$ cat src/rtl/fdsa_pkg.sv
`timescale 1ns / 1ps

package fdsa_pkg;

    typedef enum logic [3:0] {
        FN_PUSH  = 4'd0,
        FN_DUP   = 4'd1,
        FN_SWAP  = 4'd2,
        FN_ADD   = 4'd3,
        FN_SUB   = 4'd4,
        FN_MUL   = 4'd5,
        FN_DIV   = 4'd6,
        FN_MOD   = 4'd7,
        FN_PRINT = 4'd8
    } func_t;

    typedef enum logic [1:0] {
        ST_OK    = 2'd0,
        ST_UNDER = 2'd1,
        ST_OVER  = 2'd2,
        ST_DIVZ  = 2'd3
    } status_t;

    typedef enum logic [1:0] {
        MD_MUL = 2'd0,
        MD_DIV = 2'd1,
        MD_MOD = 2'd2
    } md_op_t;

    typedef struct packed {
        logic   start;
        md_op_t op;
    } md_ctrl_t;

    // microcode fields
    typedef enum logic [1:0] {
        RD_NONE = 2'd0,
        RD_TOP  = 2'd1,
        RD_SEC  = 2'd2
    } rd_t;

    typedef enum logic [1:0] {
        WR_NONE = 2'd0,
        WR_SP   = 2'd1,
        WR_TOP  = 2'd2,
        WR_SEC  = 2'd3
    } wr_t;

    typedef enum logic [1:0] {
        WS_LIT = 2'd0,
        WS_T   = 2'd1,
        WS_S   = 2'd2,
        WS_RES = 2'd3
    } wsrc_t;

    typedef enum logic [1:0] {
        SP_HOLD = 2'd0,
        SP_INC  = 2'd1,
        SP_DEC  = 2'd2
    } spop_t;

    typedef enum logic [2:0] {
        JMP_NEXT  = 3'd0,
        JMP_DONE  = 3'd1,
        JMP_FAST  = 3'd2,
        JMP_TZERO = 3'd3,
        JMP_WAIT  = 3'd4
    } jmp_t;

    typedef logic [4:0] upc_t;

    typedef struct packed {
        rd_t     rd;
        logic    ldt;
        logic    lds;
        wr_t     wr;
        wsrc_t   wsrc;
        spop_t   sp;
        logic    start;
        logic    pv;
        status_t st;
        jmp_t    jmp;
        upc_t    target;
    } cw_t;

    localparam upc_t UA_PUSH = 5'd0;
    localparam upc_t UA_DUP0 = 5'd1;
    localparam upc_t UA_DUP1 = 5'd2;
    localparam upc_t UA_DUP2 = 5'd3;
    localparam upc_t UA_SWP0 = 5'd4;
    localparam upc_t UA_SWP1 = 5'd5;
    localparam upc_t UA_SWP2 = 5'd6;
    localparam upc_t UA_SWP3 = 5'd7;
    localparam upc_t UA_SWP4 = 5'd8;
    localparam upc_t UA_BIN0 = 5'd9;
    localparam upc_t UA_BIN1 = 5'd10;
    localparam upc_t UA_BIN2 = 5'd11;
    localparam upc_t UA_BIN3 = 5'd12;
    localparam upc_t UA_BIN4 = 5'd13;
    localparam upc_t UA_BIN5 = 5'd14;
    localparam upc_t UA_BINW = 5'd15;
    localparam upc_t UA_PRT0 = 5'd16;
    localparam upc_t UA_PRT1 = 5'd17;
    localparam upc_t UA_PRT2 = 5'd18;
    localparam upc_t UA_DIVZ = 5'd19;
    localparam upc_t UA_UNDR = 5'd20;
    localparam upc_t UA_OVER = 5'd21;
    localparam upc_t UA_NOP  = 5'd22;

    localparam upc_t UA_LAST = UA_NOP;

    function automatic cw_t ucode(input upc_t a);
        cw_t w;
        begin
            w = '0;
            case (a)
                UA_PUSH:
                begin
                    w.wr = WR_SP; w.wsrc = WS_LIT; w.sp = SP_INC; w.jmp = JMP_DONE;
                end
                UA_DUP0: w.rd = RD_TOP;
                UA_DUP1: w.ldt = 1'b1;
                UA_DUP2:
                begin
                    w.wr = WR_SP; w.wsrc = WS_T; w.sp = SP_INC; w.jmp = JMP_DONE;
                end
                UA_SWP0: w.rd = RD_TOP;
                UA_SWP1:
                begin
                    w.rd = RD_SEC; w.ldt = 1'b1;
                end
                UA_SWP2: w.lds = 1'b1;
                UA_SWP3:
                begin
                    w.wr = WR_TOP; w.wsrc = WS_S;
                end
                UA_SWP4:
                begin
                    w.wr = WR_SEC; w.wsrc = WS_T; w.jmp = JMP_DONE;
                end
                UA_BIN0: w.rd = RD_TOP;
                UA_BIN1:
                begin
                    w.rd = RD_SEC; w.ldt = 1'b1;
                end
                UA_BIN2:
                begin
                    w.lds = 1'b1; w.jmp = JMP_FAST; w.target = UA_BINW;
                end
                UA_BIN3:
                begin
                    w.jmp = JMP_TZERO; w.target = UA_DIVZ;
                end
                UA_BIN4: w.start = 1'b1;
                UA_BIN5: w.jmp = JMP_WAIT;
                UA_BINW:
                begin
                    w.wr = WR_SEC; w.wsrc = WS_RES; w.sp = SP_DEC; w.jmp = JMP_DONE;
                end
                UA_PRT0: w.rd = RD_TOP;
                UA_PRT1: w.ldt = 1'b1;
                UA_PRT2:
                begin
                    w.pv = 1'b1; w.sp = SP_DEC; w.jmp = JMP_DONE;
                end
                UA_DIVZ:
                begin
                    w.st = ST_DIVZ; w.jmp = JMP_DONE;
                end
                UA_UNDR:
                begin
                    w.st = ST_UNDER; w.jmp = JMP_DONE;
                end
                UA_OVER:
                begin
                    w.st = ST_OVER; w.jmp = JMP_DONE;
                end
                default: w.jmp = JMP_DONE;
            endcase
            return w;
        end
    endfunction

endpackage

$ cat src/rtl/fdsa_cmd_if.sv
`timescale 1ns / 1ps

interface fdsa_cmd_if;
    logic        valid;
    logic        ready;
    logic [3:0]  func;
    logic [31:0] literal;

    modport source (output valid, output func, output literal, input ready);
    modport sink (input valid, input func, input literal, output ready);
endinterface

$ cat src/rtl/fdsa_res_if.sv
`timescale 1ns / 1ps

interface fdsa_res_if;
    logic        valid;
    logic        ready;
    logic        print_valid;
    logic [31:0] print_value;
    logic [1:0]  status;
    logic [6:0]  depth;

    modport source (output valid, output print_valid, output print_value,
                    output status, output depth, input ready);
    modport sink (input valid, input print_valid, input print_value,
                  input status, input depth, output ready);
endinterface

$ cat src/rtl/fdsa_muldiv.sv
`timescale 1ns / 1ps

module fdsa_muldiv
    import fdsa_pkg::*;
#(
    parameter int DW = 32
)
(
    input  logic          clk,
    input  logic          rst_n,
    input  md_ctrl_t      ctrl,
    input  logic [DW-1:0] s,
    input  logic [DW-1:0] t,
    output logic          busy,
    output logic [DW-1:0] result
);

    localparam int CW = $clog2(DW);

    typedef enum logic [2:0] {
        MS_IDLE = 3'b001,
        MS_RUN  = 3'b010,
        MS_FIX  = 3'b100
    } md_state_t;

    md_state_t     state_reg, state_next;
    logic [CW-1:0] cnt_reg, cnt_next;
    md_op_t        op_reg;
    logic          sneg_reg, tneg_reg;
    logic [DW:0]   acc_reg;
    logic [DW-1:0] opa_reg, opb_reg, result_reg;
    logic [DW:0]   rem_shift, diff;
    logic [DW-1:0] neg_opa, neg_rem;

    // opa: multiplicand / dividend-then-quotient; opb: multiplier / divisor
    assign rem_shift = {acc_reg[DW-1:0], opa_reg[DW-1]};
    assign diff      = rem_shift - {1'b0, opb_reg};
    assign neg_opa   = '0 - opa_reg;
    assign neg_rem   = '0 - acc_reg[DW-1:0];

    always_comb
    begin
        state_next = state_reg;
        cnt_next   = cnt_reg;
        case (state_reg)
            MS_IDLE:
            begin
                if (ctrl.start)
                begin
                    state_next = MS_RUN;
                    cnt_next   = '0;
                end
            end
            MS_RUN:
            begin
                cnt_next = cnt_reg + 1'b1;
                if (cnt_reg == CW'(DW - 1))
                begin
                    state_next = MS_FIX;
                end
            end
            MS_FIX:  state_next = MS_IDLE;
            default: state_next = MS_IDLE;
        endcase
    end

    always_ff @(posedge clk or negedge rst_n)
    begin
        if (!rst_n)
        begin
            state_reg <= MS_IDLE;
            cnt_reg   <= '0;
        end
        else
        begin
            state_reg <= state_next;
            cnt_reg   <= cnt_next;
        end
    end

    always_ff @(posedge clk)
    begin
        case (state_reg)
            MS_IDLE:
            begin
                if (ctrl.start)
                begin
                    op_reg   <= ctrl.op;
                    sneg_reg <= s[DW-1];
                    tneg_reg <= t[DW-1];
                    acc_reg  <= '0;
                    opa_reg  <= (ctrl.op != MD_MUL && s[DW-1]) ? ('0 - s) : s;
                    opb_reg  <= (ctrl.op != MD_MUL && t[DW-1]) ? ('0 - t) : t;
                end
            end
            MS_RUN:
            begin
                if (op_reg == MD_MUL)
                begin
                    if (opb_reg[0])
                    begin
                        acc_reg <= {1'b0, acc_reg[DW-1:0] + opa_reg};
                    end
                    opa_reg <= {opa_reg[DW-2:0], 1'b0};
                    opb_reg <= {1'b0, opb_reg[DW-1:1]};
                end
                else if (!diff[DW])
                begin
                    acc_reg <= diff;
                    opa_reg <= {opa_reg[DW-2:0], 1'b1};
                end
                else
                begin
                    acc_reg <= rem_shift;
                    opa_reg <= {opa_reg[DW-2:0], 1'b0};
                end
            end
            MS_FIX:
            begin
                case (op_reg)
                    MD_MUL:  result_reg <= acc_reg[DW-1:0];
                    MD_DIV:  result_reg <= (sneg_reg ^ tneg_reg) ? neg_opa : opa_reg;
                    MD_MOD:  result_reg <= sneg_reg ? neg_rem : acc_reg[DW-1:0];
                    default: result_reg <= acc_reg[DW-1:0];
                endcase
            end
            default: ;
        endcase
    end

    assign busy   = (state_reg != MS_IDLE);
    assign result = result_reg;

    a_md_start: assert property (@(posedge clk) disable iff (!rst_n)
        (state_reg == MS_IDLE && ctrl.start) |=> (state_reg == MS_RUN && cnt_reg == '0))
    else $error("muldiv did not start a run");

    a_md_fix: assert property (@(posedge clk) disable iff (!rst_n)
        (state_reg == MS_FIX) |=> (state_reg == MS_IDLE))
    else $error("muldiv stuck after fix-up");

    a_md_run: assert property (@(posedge clk) disable iff (!rst_n)
        (state_reg == MS_RUN && cnt_reg != CW'(DW - 1)) |=> (state_reg == MS_RUN))
    else $error("muldiv left run early");

endmodule

$ cat src/rtl/forth_data_stack_alu_top.sv
`timescale 1ns / 1ps

// channel  dir  payload                                   role
// cmd      in   func[3:0], literal[31:0]                  one operation per beat
// res      out  print_valid, print_value[31:0],           one result per operation
//               status[1:0], depth[6:0]
//
// One operation in flight, sequenced by a microcode ROM.
// Add/sub skip the iterative shift unit; mul/div/mod wait on it, and divide by zero
// is caught before it starts. Underflow, overflow and unused codes only report status.
// Reset clears the stack pointer, busy flag, microstep and res valid; the stack RAM (registered read) is not cleared.
// A stalled res beat holds the final microstep; cmd is taken once that step retires.

module forth_data_stack_alu_top
    import fdsa_pkg::*;
#(
    parameter int STACK_DEPTH = 64,
    parameter int DATA_WIDTH  = 32
)
(
    input  logic       clk,
    input  logic       rst_n,
    fdsa_cmd_if.sink   cmd,
    fdsa_res_if.source res
);

    localparam int DW  = DATA_WIDTH;
    localparam int AW  = $clog2(STACK_DEPTH);
    localparam int SPW = $clog2(STACK_DEPTH + 1);

    logic [DW-1:0]  mem [0:STACK_DEPTH-1];

    logic [SPW-1:0] sp_reg, sp_next, sp_m1, sp_m2;
    logic           busy_reg, busy_next;
    upc_t           upc_reg, upc_next, entry;
    func_t          func_reg;
    logic [DW-1:0]  lit_reg, t_reg, s_reg, rdata_reg;
    logic [DW-1:0]  wdata, alu_res, md_result;
    logic [AW-1:0]  rd_addr, wr_addr;
    logic [DW+31:0] lit_ext;
    logic [DW+31:0] pv_ext;
    logic [SPW+6:0] dep_ext;
    cw_t            cw;
    logic           go, accept, done, cond;
    logic           sp_empty, sp_lt2, sp_full;
    md_ctrl_t       md_ctrl;
    logic           md_busy;

    logic           out_valid_reg, out_valid_next;
    logic           pvalid_reg;
    logic [31:0]    pvalue_reg;
    status_t        status_reg;
    logic [6:0]     depth_reg;

    assign sp_m1    = sp_reg - 1'b1;
    assign sp_m2    = sp_reg - SPW'(2);
    assign sp_empty = (sp_reg == '0);
    assign sp_lt2   = (sp_reg < SPW'(2));
    assign sp_full  = (sp_reg == SPW'(STACK_DEPTH));

    assign cmd.ready = !busy_reg;
    assign accept    = cmd.valid && !busy_reg;

    assign cw   = ucode(upc_reg);
    assign done = (cw.jmp == JMP_DONE);
    assign go   = busy_reg && !(done && out_valid_reg && !res.ready);

    always_comb
    begin
        case (func_t'(cmd.func))
            FN_PUSH:  entry = sp_full ? UA_OVER : UA_PUSH;
            FN_DUP:   entry = sp_empty ? UA_UNDR : (sp_full ? UA_OVER : UA_DUP0);
            FN_SWAP:  entry = sp_lt2 ? UA_UNDR : UA_SWP0;
            FN_ADD,
            FN_SUB,
            FN_MUL,
            FN_DIV,
            FN_MOD:   entry = sp_lt2 ? UA_UNDR : UA_BIN0;
            FN_PRINT: entry = sp_empty ? UA_UNDR : UA_PRT0;
            default:  entry = UA_NOP;
        endcase
    end

    always_comb
    begin
        case (cw.jmp)
            JMP_FAST:  cond = (func_reg == FN_ADD || func_reg == FN_SUB);
            JMP_TZERO: cond = (func_reg == FN_DIV || func_reg == FN_MOD) && (t_reg == '0);
            JMP_WAIT:  cond = md_busy;
            default:   cond = 1'b0;
        endcase
    end

    always_comb
    begin
        busy_next = busy_reg;
        upc_next  = upc_reg;
        if (accept)
        begin
            busy_next = 1'b1;
            upc_next  = entry;
        end
        else if (go)
        begin
            case (cw.jmp)
                JMP_DONE:  busy_next = 1'b0;
                JMP_WAIT:  upc_next  = cond ? upc_reg : upc_reg + 1'b1;
                JMP_FAST,
                JMP_TZERO: upc_next  = cond ? cw.target : upc_reg + 1'b1;
                default:   upc_next  = upc_reg + 1'b1;
            endcase
        end
    end

    always_comb
    begin
        sp_next = sp_reg;
        if (go)
        begin
            case (cw.sp)
                SP_INC:  sp_next = sp_reg + 1'b1;
                SP_DEC:  sp_next = sp_m1;
                default: sp_next = sp_reg;
            endcase
        end
    end

    always_comb
    begin
        out_valid_next = out_valid_reg;
        if (go && done)
        begin
            out_valid_next = 1'b1;
        end
        else if (res.ready)
        begin
            out_valid_next = 1'b0;
        end
    end

    always_ff @(posedge clk or negedge rst_n)
    begin
        if (!rst_n)
        begin
            sp_reg        <= '0;
            busy_reg      <= 1'b0;
            upc_reg       <= UA_NOP;
            out_valid_reg <= 1'b0;
        end
        else
        begin
            sp_reg        <= sp_next;
            busy_reg      <= busy_next;
            upc_reg       <= upc_next;
            out_valid_reg <= out_valid_next;
        end
    end

    assign lit_ext = {{DW{cmd.literal[31]}}, cmd.literal};
    assign pv_ext  = {{32{t_reg[DW-1]}}, t_reg};
    assign dep_ext = {7'd0, sp_next};

    always_ff @(posedge clk)
    begin
        if (accept)
        begin
            func_reg <= func_t'(cmd.func);
            lit_reg  <= lit_ext[DW-1:0];
        end
        if (go && cw.ldt)
        begin
            t_reg <= rdata_reg;
        end
        if (go && cw.lds)
        begin
            s_reg <= rdata_reg;
        end
        if (go && done)
        begin
            pvalid_reg <= cw.pv;
            pvalue_reg <= cw.pv ? pv_ext[31:0] : 32'd0;
            status_reg <= cw.st;
            depth_reg  <= dep_ext[6:0];
        end
    end

    // stack RAM
    assign rd_addr = (cw.rd == RD_SEC) ? sp_m2[AW-1:0] : sp_m1[AW-1:0];

    always_comb
    begin
        case (cw.wr)
            WR_TOP:  wr_addr = sp_m1[AW-1:0];
            WR_SEC:  wr_addr = sp_m2[AW-1:0];
            default: wr_addr = sp_reg[AW-1:0];
        endcase
    end

    assign alu_res = (func_reg == FN_SUB) ? (s_reg - t_reg) :
                     (func_reg == FN_ADD) ? (s_reg + t_reg) : md_result;

    always_comb
    begin
        case (cw.wsrc)
            WS_T:    wdata = t_reg;
            WS_S:    wdata = s_reg;
            WS_RES:  wdata = alu_res;
            default: wdata = lit_reg;
        endcase
    end

    always_ff @(posedge clk)
    begin
        if (go && cw.wr != WR_NONE)
        begin
            mem[wr_addr] <= wdata;
        end
        if (go && cw.rd != RD_NONE)
        begin
            rdata_reg <= mem[rd_addr];
        end
    end

    always_comb
    begin
        md_ctrl.start = go && cw.start;
        case (func_reg)
            FN_DIV:  md_ctrl.op = MD_DIV;
            FN_MOD:  md_ctrl.op = MD_MOD;
            default: md_ctrl.op = MD_MUL;
        endcase
    end

    fdsa_muldiv #(
        .DW (DW)
    ) u_muldiv (
        .clk    (clk),
        .rst_n  (rst_n),
        .ctrl   (md_ctrl),
        .s      (s_reg),
        .t      (t_reg),
        .busy   (md_busy),
        .result (md_result)
    );

    assign res.valid       = out_valid_reg;
    assign res.print_valid = pvalid_reg;
    assign res.print_value = pvalue_reg;
    assign res.status      = status_reg;
    assign res.depth       = depth_reg;

    a_sp_range: assert property (@(posedge clk) disable iff (!rst_n)
        sp_reg <= SPW'(STACK_DEPTH))
    else $error("stack pointer beyond depth");

    a_md_take: assert property (@(posedge clk) disable iff (!rst_n)
        md_ctrl.start |=> md_busy)
    else $error("muldiv unit did not take start");

    a_depth: assert property (@(posedge clk) disable iff (!rst_n)
        (go && done) |=> (depth_reg == dep_ext[6:0]))
    else $error("reported depth differs from stack pointer");

    a_sp_idle: assert property (@(posedge clk) disable iff (!rst_n)
        !$stable(sp_reg) |-> $past(busy_reg))
    else $error("stack pointer moved while idle");

    a_upc_range: assert property (@(posedge clk) disable iff (!rst_n)
        busy_reg |-> (upc_reg <= UA_LAST))
    else $error("microstep out of range");

endmodule
$ cat src/flat_wrapper.sv
// flat-port wrapper written by rule: the top's interface ports become plain ports
module forth_data_stack_alu_top_flat import fdsa_pkg::*;
#(
    parameter int STACK_DEPTH = 64,
    parameter int DATA_WIDTH  = 32
)
  (clk, rst_n, cmd_valid, cmd_func, cmd_literal, cmd_ready, res_valid, res_print_valid, res_print_value, res_status, res_depth, res_ready);
  fdsa_cmd_if cmd_i ();
  fdsa_res_if res_i ();
  input  logic clk;
  input  logic rst_n;
  input wire logic [$bits(cmd_i.valid)-1:0] cmd_valid;
  input wire logic [$bits(cmd_i.func)-1:0] cmd_func;
  input wire logic [$bits(cmd_i.literal)-1:0] cmd_literal;
  output wire logic [$bits(cmd_i.ready)-1:0] cmd_ready;
  output wire logic [$bits(res_i.valid)-1:0] res_valid;
  output wire logic [$bits(res_i.print_valid)-1:0] res_print_valid;
  output wire logic [$bits(res_i.print_value)-1:0] res_print_value;
  output wire logic [$bits(res_i.status)-1:0] res_status;
  output wire logic [$bits(res_i.depth)-1:0] res_depth;
  input wire logic [$bits(res_i.ready)-1:0] res_ready;
  assign cmd_i.valid = cmd_valid;
  assign cmd_i.func = cmd_func;
  assign cmd_i.literal = cmd_literal;
  assign cmd_ready = cmd_i.ready;
  assign res_valid = res_i.valid;
  assign res_print_valid = res_i.print_valid;
  assign res_print_value = res_i.print_value;
  assign res_status = res_i.status;
  assign res_depth = res_i.depth;
  assign res_i.ready = res_ready;
  forth_data_stack_alu_top #(.STACK_DEPTH(STACK_DEPTH), .DATA_WIDTH(DATA_WIDTH)) u_core (.clk(clk), .rst_n(rst_n), .cmd(cmd_i), .res(res_i));
endmodule
$ cat config.mk
export PLATFORM = sky130hd
export DESIGN_NAME = forth_data_stack_alu_top_flat
export DESIGN_NICKNAME = d
export VERILOG_FILES = /design/src/rtl/fdsa_pkg.sv /design/src/rtl/fdsa_cmd_if.sv /design/src/rtl/fdsa_res_if.sv /design/src/rtl/fdsa_muldiv.sv /design/src/rtl/forth_data_stack_alu_top.sv /design/src/flat_wrapper.sv
export SDC_FILE = /design/constraint.sdc
export NUM_CORES = 2
export LEC_CHECK = 0
export BUFFER_PORTS_ARGS = -buffer_cell sky130_fd_sc_hd__buf_4
export CORE_ASPECT_RATIO = 1.1
export CORE_MARGIN = 2
export CORE_UTILIZATION = 57
export DETAILED_ROUTE_END_ITERATION = 8
export PLACE_DENSITY_LB_ADDON = 0.12
export SYNTH_ARGS = -nofsm -noshare
export SYNTH_HDL_FRONTEND = slang
export SYNTH_HIERARCHICAL = 1
export SYNTH_SLANG_ARGS = --single-unit
export TNS_END_PERCENT = 20
$ cat constraint.sdc
create_clock -name clk -period 5.9 [get_ports clk]
set_clock_uncertainty 0.2 [all_clocks]
set_input_delay 0.885 -clock clk [delete_from_list [all_inputs] [get_ports clk]]
set_output_delay 0.885 -clock clk [all_outputs]
set_load 0.005 [all_outputs]
* Yosys cells after proc, flatten, opt, wreduce, memory -nomap -nowiden
Memory sizes are Yosys's and may differ from the RTL's. A register that Yosys moved wholly into a read port is not among the register bits. Index checks and enable logic that the tools add are counted.
Operators by class: $add $sub $neg 13, $lt $le $gt $ge 1, equality and inequality tests 59, mux-type cells 60, bitwise operators 1, reduce and logical (&&, ||, !) cells 46
Operators by type and width (count):
- 32-bit 2-to-1 mux | 13
- 32-bit case mux with 2 select lines | 4
- 1-bit by 32-bit subtractor with 32-bit output, first input constant | 4
- 32-bit case mux with 3 select lines | 1
- 32-bit adder | 2
- 5-bit 2-to-1 mux | 10
- 5-bit by 4-bit equality test with 1-bit output, second input constant | 8
- 5-bit equality test, second input constant | 7
- 33-bit by 32-bit subtractor with 33-bit output | 1
- 32-bit zero test | 1
- 32-bit subtractor | 1
- 4-bit by 3-bit equality test with 1-bit output, second input constant | 7
- 5-bit case mux with 5 select lines | 1
- 5-bit by 3-bit equality test with 1-bit output, second input constant | 4
- 4-bit case mux with 5 select lines | 1
- 5-bit case mux with 2 select lines | 2
- 5-bit case mux with 3 select lines | 1
- 2-bit equality test, second input constant | 7
- 7-bit case mux with 2 select lines | 1
- 2-bit nonzero test | 7
- 1-bit logical AND | 13
- 1-bit 2-to-1 mux | 13
- 4-bit by 2-bit equality test with 1-bit output, second input constant | 3
- 2-bit case mux with 2 select lines | 3
- 40 further kinds | 65
Word-level totals: bits in registers 296, RAM bits 2048, input bits 40, output and inout port bits 44, word-level logic and storage cells 202, memories kept 1
Memory list:
- u_core.mem | depth 64, width 32, read ports 1, clocked after Yosys merged registers in 1, write ports 1, line forth_data_stack_alu_top.sv:31 | logic [DW-1:0] mem [0:STACK_DEPTH-1];

* Longest topological paths before layout
depth after elaboration 11, depth in mapped cells 16, depth with buffers taken out 13

* By module
Netlist, hierarchy kept.
By module, submodules not included:
- forth_data_stack_alu_top | instances 1, cells an instance 4635, area an instance 89781.1 um^2, seq. area each 67078.1 um^2
- fdsa_muldiv | instances 1, cells an instance 1473, area an instance 12268.0 um^2, seq. area each 4165.2 um^2

* Worst setup path before layout
OpenSTA, ideal clock, no wires.
kind register -> register, from register u_core.t_reg[4], to memory u_core.mem[0][29] (data pin), library setup time 721 ps, data arrival time 5551 ps, required time 4979 ps, path slack -571 ps, cell stages (with the launch flop) 13, buffers on the path 1, period minus slack after synthesis 6471 ps, path through edfxtp_1 > inv_1 > ha_1 > clkbuf_1 > a211o_1 > nor2_1 > a21oi_1 > a31o_2 > a41oi_1 > o21ai_0 > a211oi_1 > nor3_1 > o31ai_1
Between the ends: longest elaborated chain between the ends 4, elaborated cells between the ends (all ways) 5, those cells by class add/sub: 2; mux: 3
Ends and longest elaborated chain:
- from (decl) | line forth_data_stack_alu_top.sv:37 | logic [DW-1:0] lit_reg, t_reg, s_reg, rdata_reg;
- from (signal assigned) | line forth_data_stack_alu_top.sv:172 | t_reg <= rdata_reg;
- 32-bit adder | line forth_data_stack_alu_top.sv:200 | (func_reg == FN_ADD) ? (s_reg + t_reg) : md_result;
- 32-bit 2-to-1 mux | line forth_data_stack_alu_top.sv:200
- 32-bit 2-to-1 mux (*) | line forth_data_stack_alu_top.sv:199 | assign alu_res = (func_reg == FN_SUB) ? (s_reg - t_reg) :
- 32-bit case mux with 3 select lines (*) | line forth_data_stack_alu_top.sv:204 | case (cw.wsrc)
- named net u_core.wdata[29] | line forth_data_stack_alu_top.sv:38 | logic [DW-1:0] wdata, alu_res, md_result;
- to (decl) | line forth_data_stack_alu_top.sv:31
Mark *: on every way through the listed nets, which the timed path passes. The rest lies on a longest branch.

* Worst setup path in the final report
from register u_core.upc_reg[1], to register u_core.rdata_reg[21] (read register of u_core.mem) (data pin)
Between the ends: longest elaborated chain between the ends 9, elaborated cells between the ends (all ways) 28, those cells by class eq/ne: 16; mux: 3; reduce/logical: 9
Ends and longest elaborated chain:
- from (decl) | line forth_data_stack_alu_top.sv:35 | upc_t upc_reg, upc_next, entry;
- from (signal assigned) | line forth_data_stack_alu_top.sv:154 | upc_reg <= upc_next;
- 5-bit by 1-bit equality test with 1-bit output (tied with other cells) | line fdsa_pkg.sv:116 | case (a)
- 11-bit OR reduction (no line)
- 3-bit case mux with 4 select lines | line fdsa_pkg.sv:116
- 3-bit by 1-bit equality test with 1-bit output | line forth_data_stack_alu_top.sv:65 | assign done = (cw.jmp == JMP_DONE);
- 1-bit logical AND (2 in series) | line forth_data_stack_alu_top.sv:66 | assign go = busy_reg && !(done && out_valid_reg && !res.ready);
- 1-bit zero test | line forth_data_stack_alu_top.sv:66
- 1-bit logical AND | line forth_data_stack_alu_top.sv:66
- 1-bit logical AND | line forth_data_stack_alu_top.sv:218 | if (go && cw.rd != RD_NONE)
- to (decl) | line forth_data_stack_alu_top.sv:37
Several ways; a longest one is shown, not always the timed one. A chain may end at the register's enable or synchronous reset.

==> reports/metrics.yaml <==
ys_types: 92
setup_ws_ns: 0.520
cts_max_level: 4
syn_area_per_cell_um2: 16.7
core_area_um2: 178000
critPathCaptureType: "flip-flop"
max_slew.worst_pin.slew_ns: 1.35
yosysSeqAreaShare: 0.698
synth_top_area_frac: 0.693
power.clock.fraction: 0.234
ys_ff_latch: 2376
vias: 60415
rows: 162
internal_power_mw: 37.9
drive_gt1_frac: 0.202
antenna_found_initial: 20
report.final.slew_viol_count: 0
synth_area_leaders: "edfxtp_1 69%, mux4_2 10%, mux2i_1 2.4%, ha_1 1.8%, nand2_1 1.5%"
min_path_type: "primary input to flip-flop"
use_met3: 0.0513
fill_cells: 12218
largest_register: "u_core/mem"
overflow: 0
synth-edff-count: 2354
rsz0062_at_grt: "no"
ioPinCount: 84
clk_path_buf_depth: 3
initial_core_util: 0.575
drcViolationCount: 0
drt-initial-drc-count: 8042
fmax_mhz: 186
cts_buffers: 224
synthFlopType: "edfxtp_1"
tritoncts: "yes"
wire_per_inst_um: 33.2
synthTopCellsByCount: "2,354 x edfxtp_1, 472 x mux4_2, 406 x nand2_1, 295 x o21ai_0, 276 x nor2_1"
grt_use_total: 0.329
arrival_ns: 5.74
gr-max-usage-layer: "met2"
chipWidth_um: 407
vias_per_cell: 6.69
ant_nets: 0
dieArea_um2: 182000
synthArstFlopShare: 0.00926
clockRootBuffer: "clkbuf_16"
period_minus_slack_ns: 5.38
numClockSinks: 2376
setup_viol: 0
setup.worst_path.class: "flip-flop to flip-flop"
first_pass_iters: 8
grt_use_met1: 0.459
grt_pass1_wl_um: 425000
port_buffers: 83
max_cap_violations: 0
hold_viol: 0
dp_slack_ns: 0.606
run_status: "finished clean"
die_h_um: 448
largest_reg_flops: 2048
yosys_warnings: 6
met2_usage: 0.521
grt_pass1_vias: 57720
area_delta_synth_final_pct: 13.5
cp.required_ns: 6.26
min_period_over_period: 0.912
power_leakage_nw: 37.5
syn_area_um2: 102000
setup_tns_ns: 0
sw_frac_of_total: 0.375
clk_latency_ns: 0.91
critPathLaunchType: "flip-flop"
switching_power_mw: 22.8
syn_nets: 6299
pwr-share-seq: 0.367
postSynthCellCount: 6108
gp_congestion: 0.951
post-cts-setup-buffers: 0
maxSlewHeadroom: 0.0968
grt_max_degree: 87
pwr-share-comb: 0.398
yosys.area.top_type: "edfxtp_1"
cts.clk_slew.worst_paths_ns: 0.07
vdd_drop_max_mv: 0.570
synth_most_common_cell: "edfxtp_1"
crit_path_max_fanout: 25
ctsResizeCount: 0
nNetsFinal: 6637
drt_wl_total_um: 300000
hpwl_um: 193000
powerDensity_nw_per_um2: 524
layout make-up:
class / count / area, um2 / area share
antenna: 11 / 27.5 / 0.000238
clock buffer: 280 / 5880 / 0.0507
clock inverter: 136 / 1330 / 0.0115
inverter: 161 / 604 / 0.00522
sequential: 2376 / 71200 / 0.615
multi-input combinational: 3258 / 29900 / 0.258
timing repair buffer: 425 / 3920 / 0.0338
tap: 2378 / 2980 / 0.0257
cells in the final DEF, fill, tap and decap left out, drive strengths merged, types with 103 or more instances in the layout:
cell | netlist | final
clkbuf | 199 | 280
inv | 160 | 166
o22ai | 119 | 119
buf | 114 | 390
mux4 | 472 | 472
xnor2 | 103 | 103
ha | 147 | 147
o21ai | 302 | 302
nor2 | 276 | 276
edfxtp | 2354 | 2354
mux2i | 247 | 247
a21oi | 230 | 230
nand2 | 406 | 406
clkinv | 1 | 104
timing repair:
action,4_1_cts,5_1_grt
hold endpoints to repair,56,0
setup endpoints to repair,0,0
hold buffers,35,0
critical path, stage by stage, from the launching register on:
cell and delay (ns):
dfstp_2 0.55, inv_1 0.07, ha_1 0.31, nand4bb_4 0.27, a21o_1 0.34, nand2_1 0.19, a21boi_4 0.72, buf_4 0.39
nor2_4 0.06, buf_4 0.28, a22o_1 0.29, a221oi_1 1.04, o221ai_1 0.28
logic make-up after synthesis:
kind of cell,after synthesis,share of synthesized area
XOR/XNOR,171,0.0147
multiplexers,728,0.129
buffers and inverters,474,0.0186
adder cells (fa/ha/maj),151,0.0188
AO/OA/AOI/OAI,1107,0.0696
flip-flops,2376,0.698
AND/OR/NAND/NOR,1101,0.0507
final timing paths:
path,start,end,slack [ns],depth (start not counted)
setup reg to reg,u_core/upc_reg[1],u_core/rdata_reg[21],0.52,12
max in group asynchronous,rst_n,u_core/upc_reg[4],4.91,2
setup / recovery,u_core/upc_reg[1],u_core/rdata_reg[21],0.52,12
hold reg to reg,u_core/rdata_reg[22],u_core/s_reg[22],0.28,0
hold / removal,cmd_valid,u_core/busy_reg,0.06,3
min in group asynchronous,rst_n,u_core/busy_reg,0.25,2
metal layers:
layer	vias up	part of all wire
li1	25277	-
met4	4	0.052
met3	546	0.092
met1	31200	0.38
met5	-	0.00010
met2	3388	0.47
metrics by stage:
| stage | hold WS [ns] | instance area [um2] | utilization | power, mW | cells |
|---|---|---|---|---|---|
| detailed placement | 0.263 | 108000 | 0.610 | 46.5 | 8563 |
| global route | 0.0566 | 116000 | 0.652 | 62.2 | 9016 |
| finish | 0.0605 | 116000 | 0.652 | 60.7 | 9025 |
| floorplan | 0.221 | 102000 | - | 35.6 | 6108 |
| CTS | 0.0151 | 116000 | 0.652 | 60.5 | 9014 |
| global placement | 0.255 | 108000 | 0.610 | 46.3 | 8563 |
power groups by stage:
stage | registers (mW) | logic, mW | clock network (mW)
2_1_floorplan | 22.4 | 13.2 | 0
3_3_place_gp | 22.6 | 23.7 | 0
3_5_place_dp | 22.6 | 23.8 | 0
4_1_cts | 22.3 | 23.9 | 14.4
5_1_grt | 22.3 | 24.9 | 15.0
6_report | 22.3 | 24.1 | 14.2
Power figures use the tool's default switching activity.
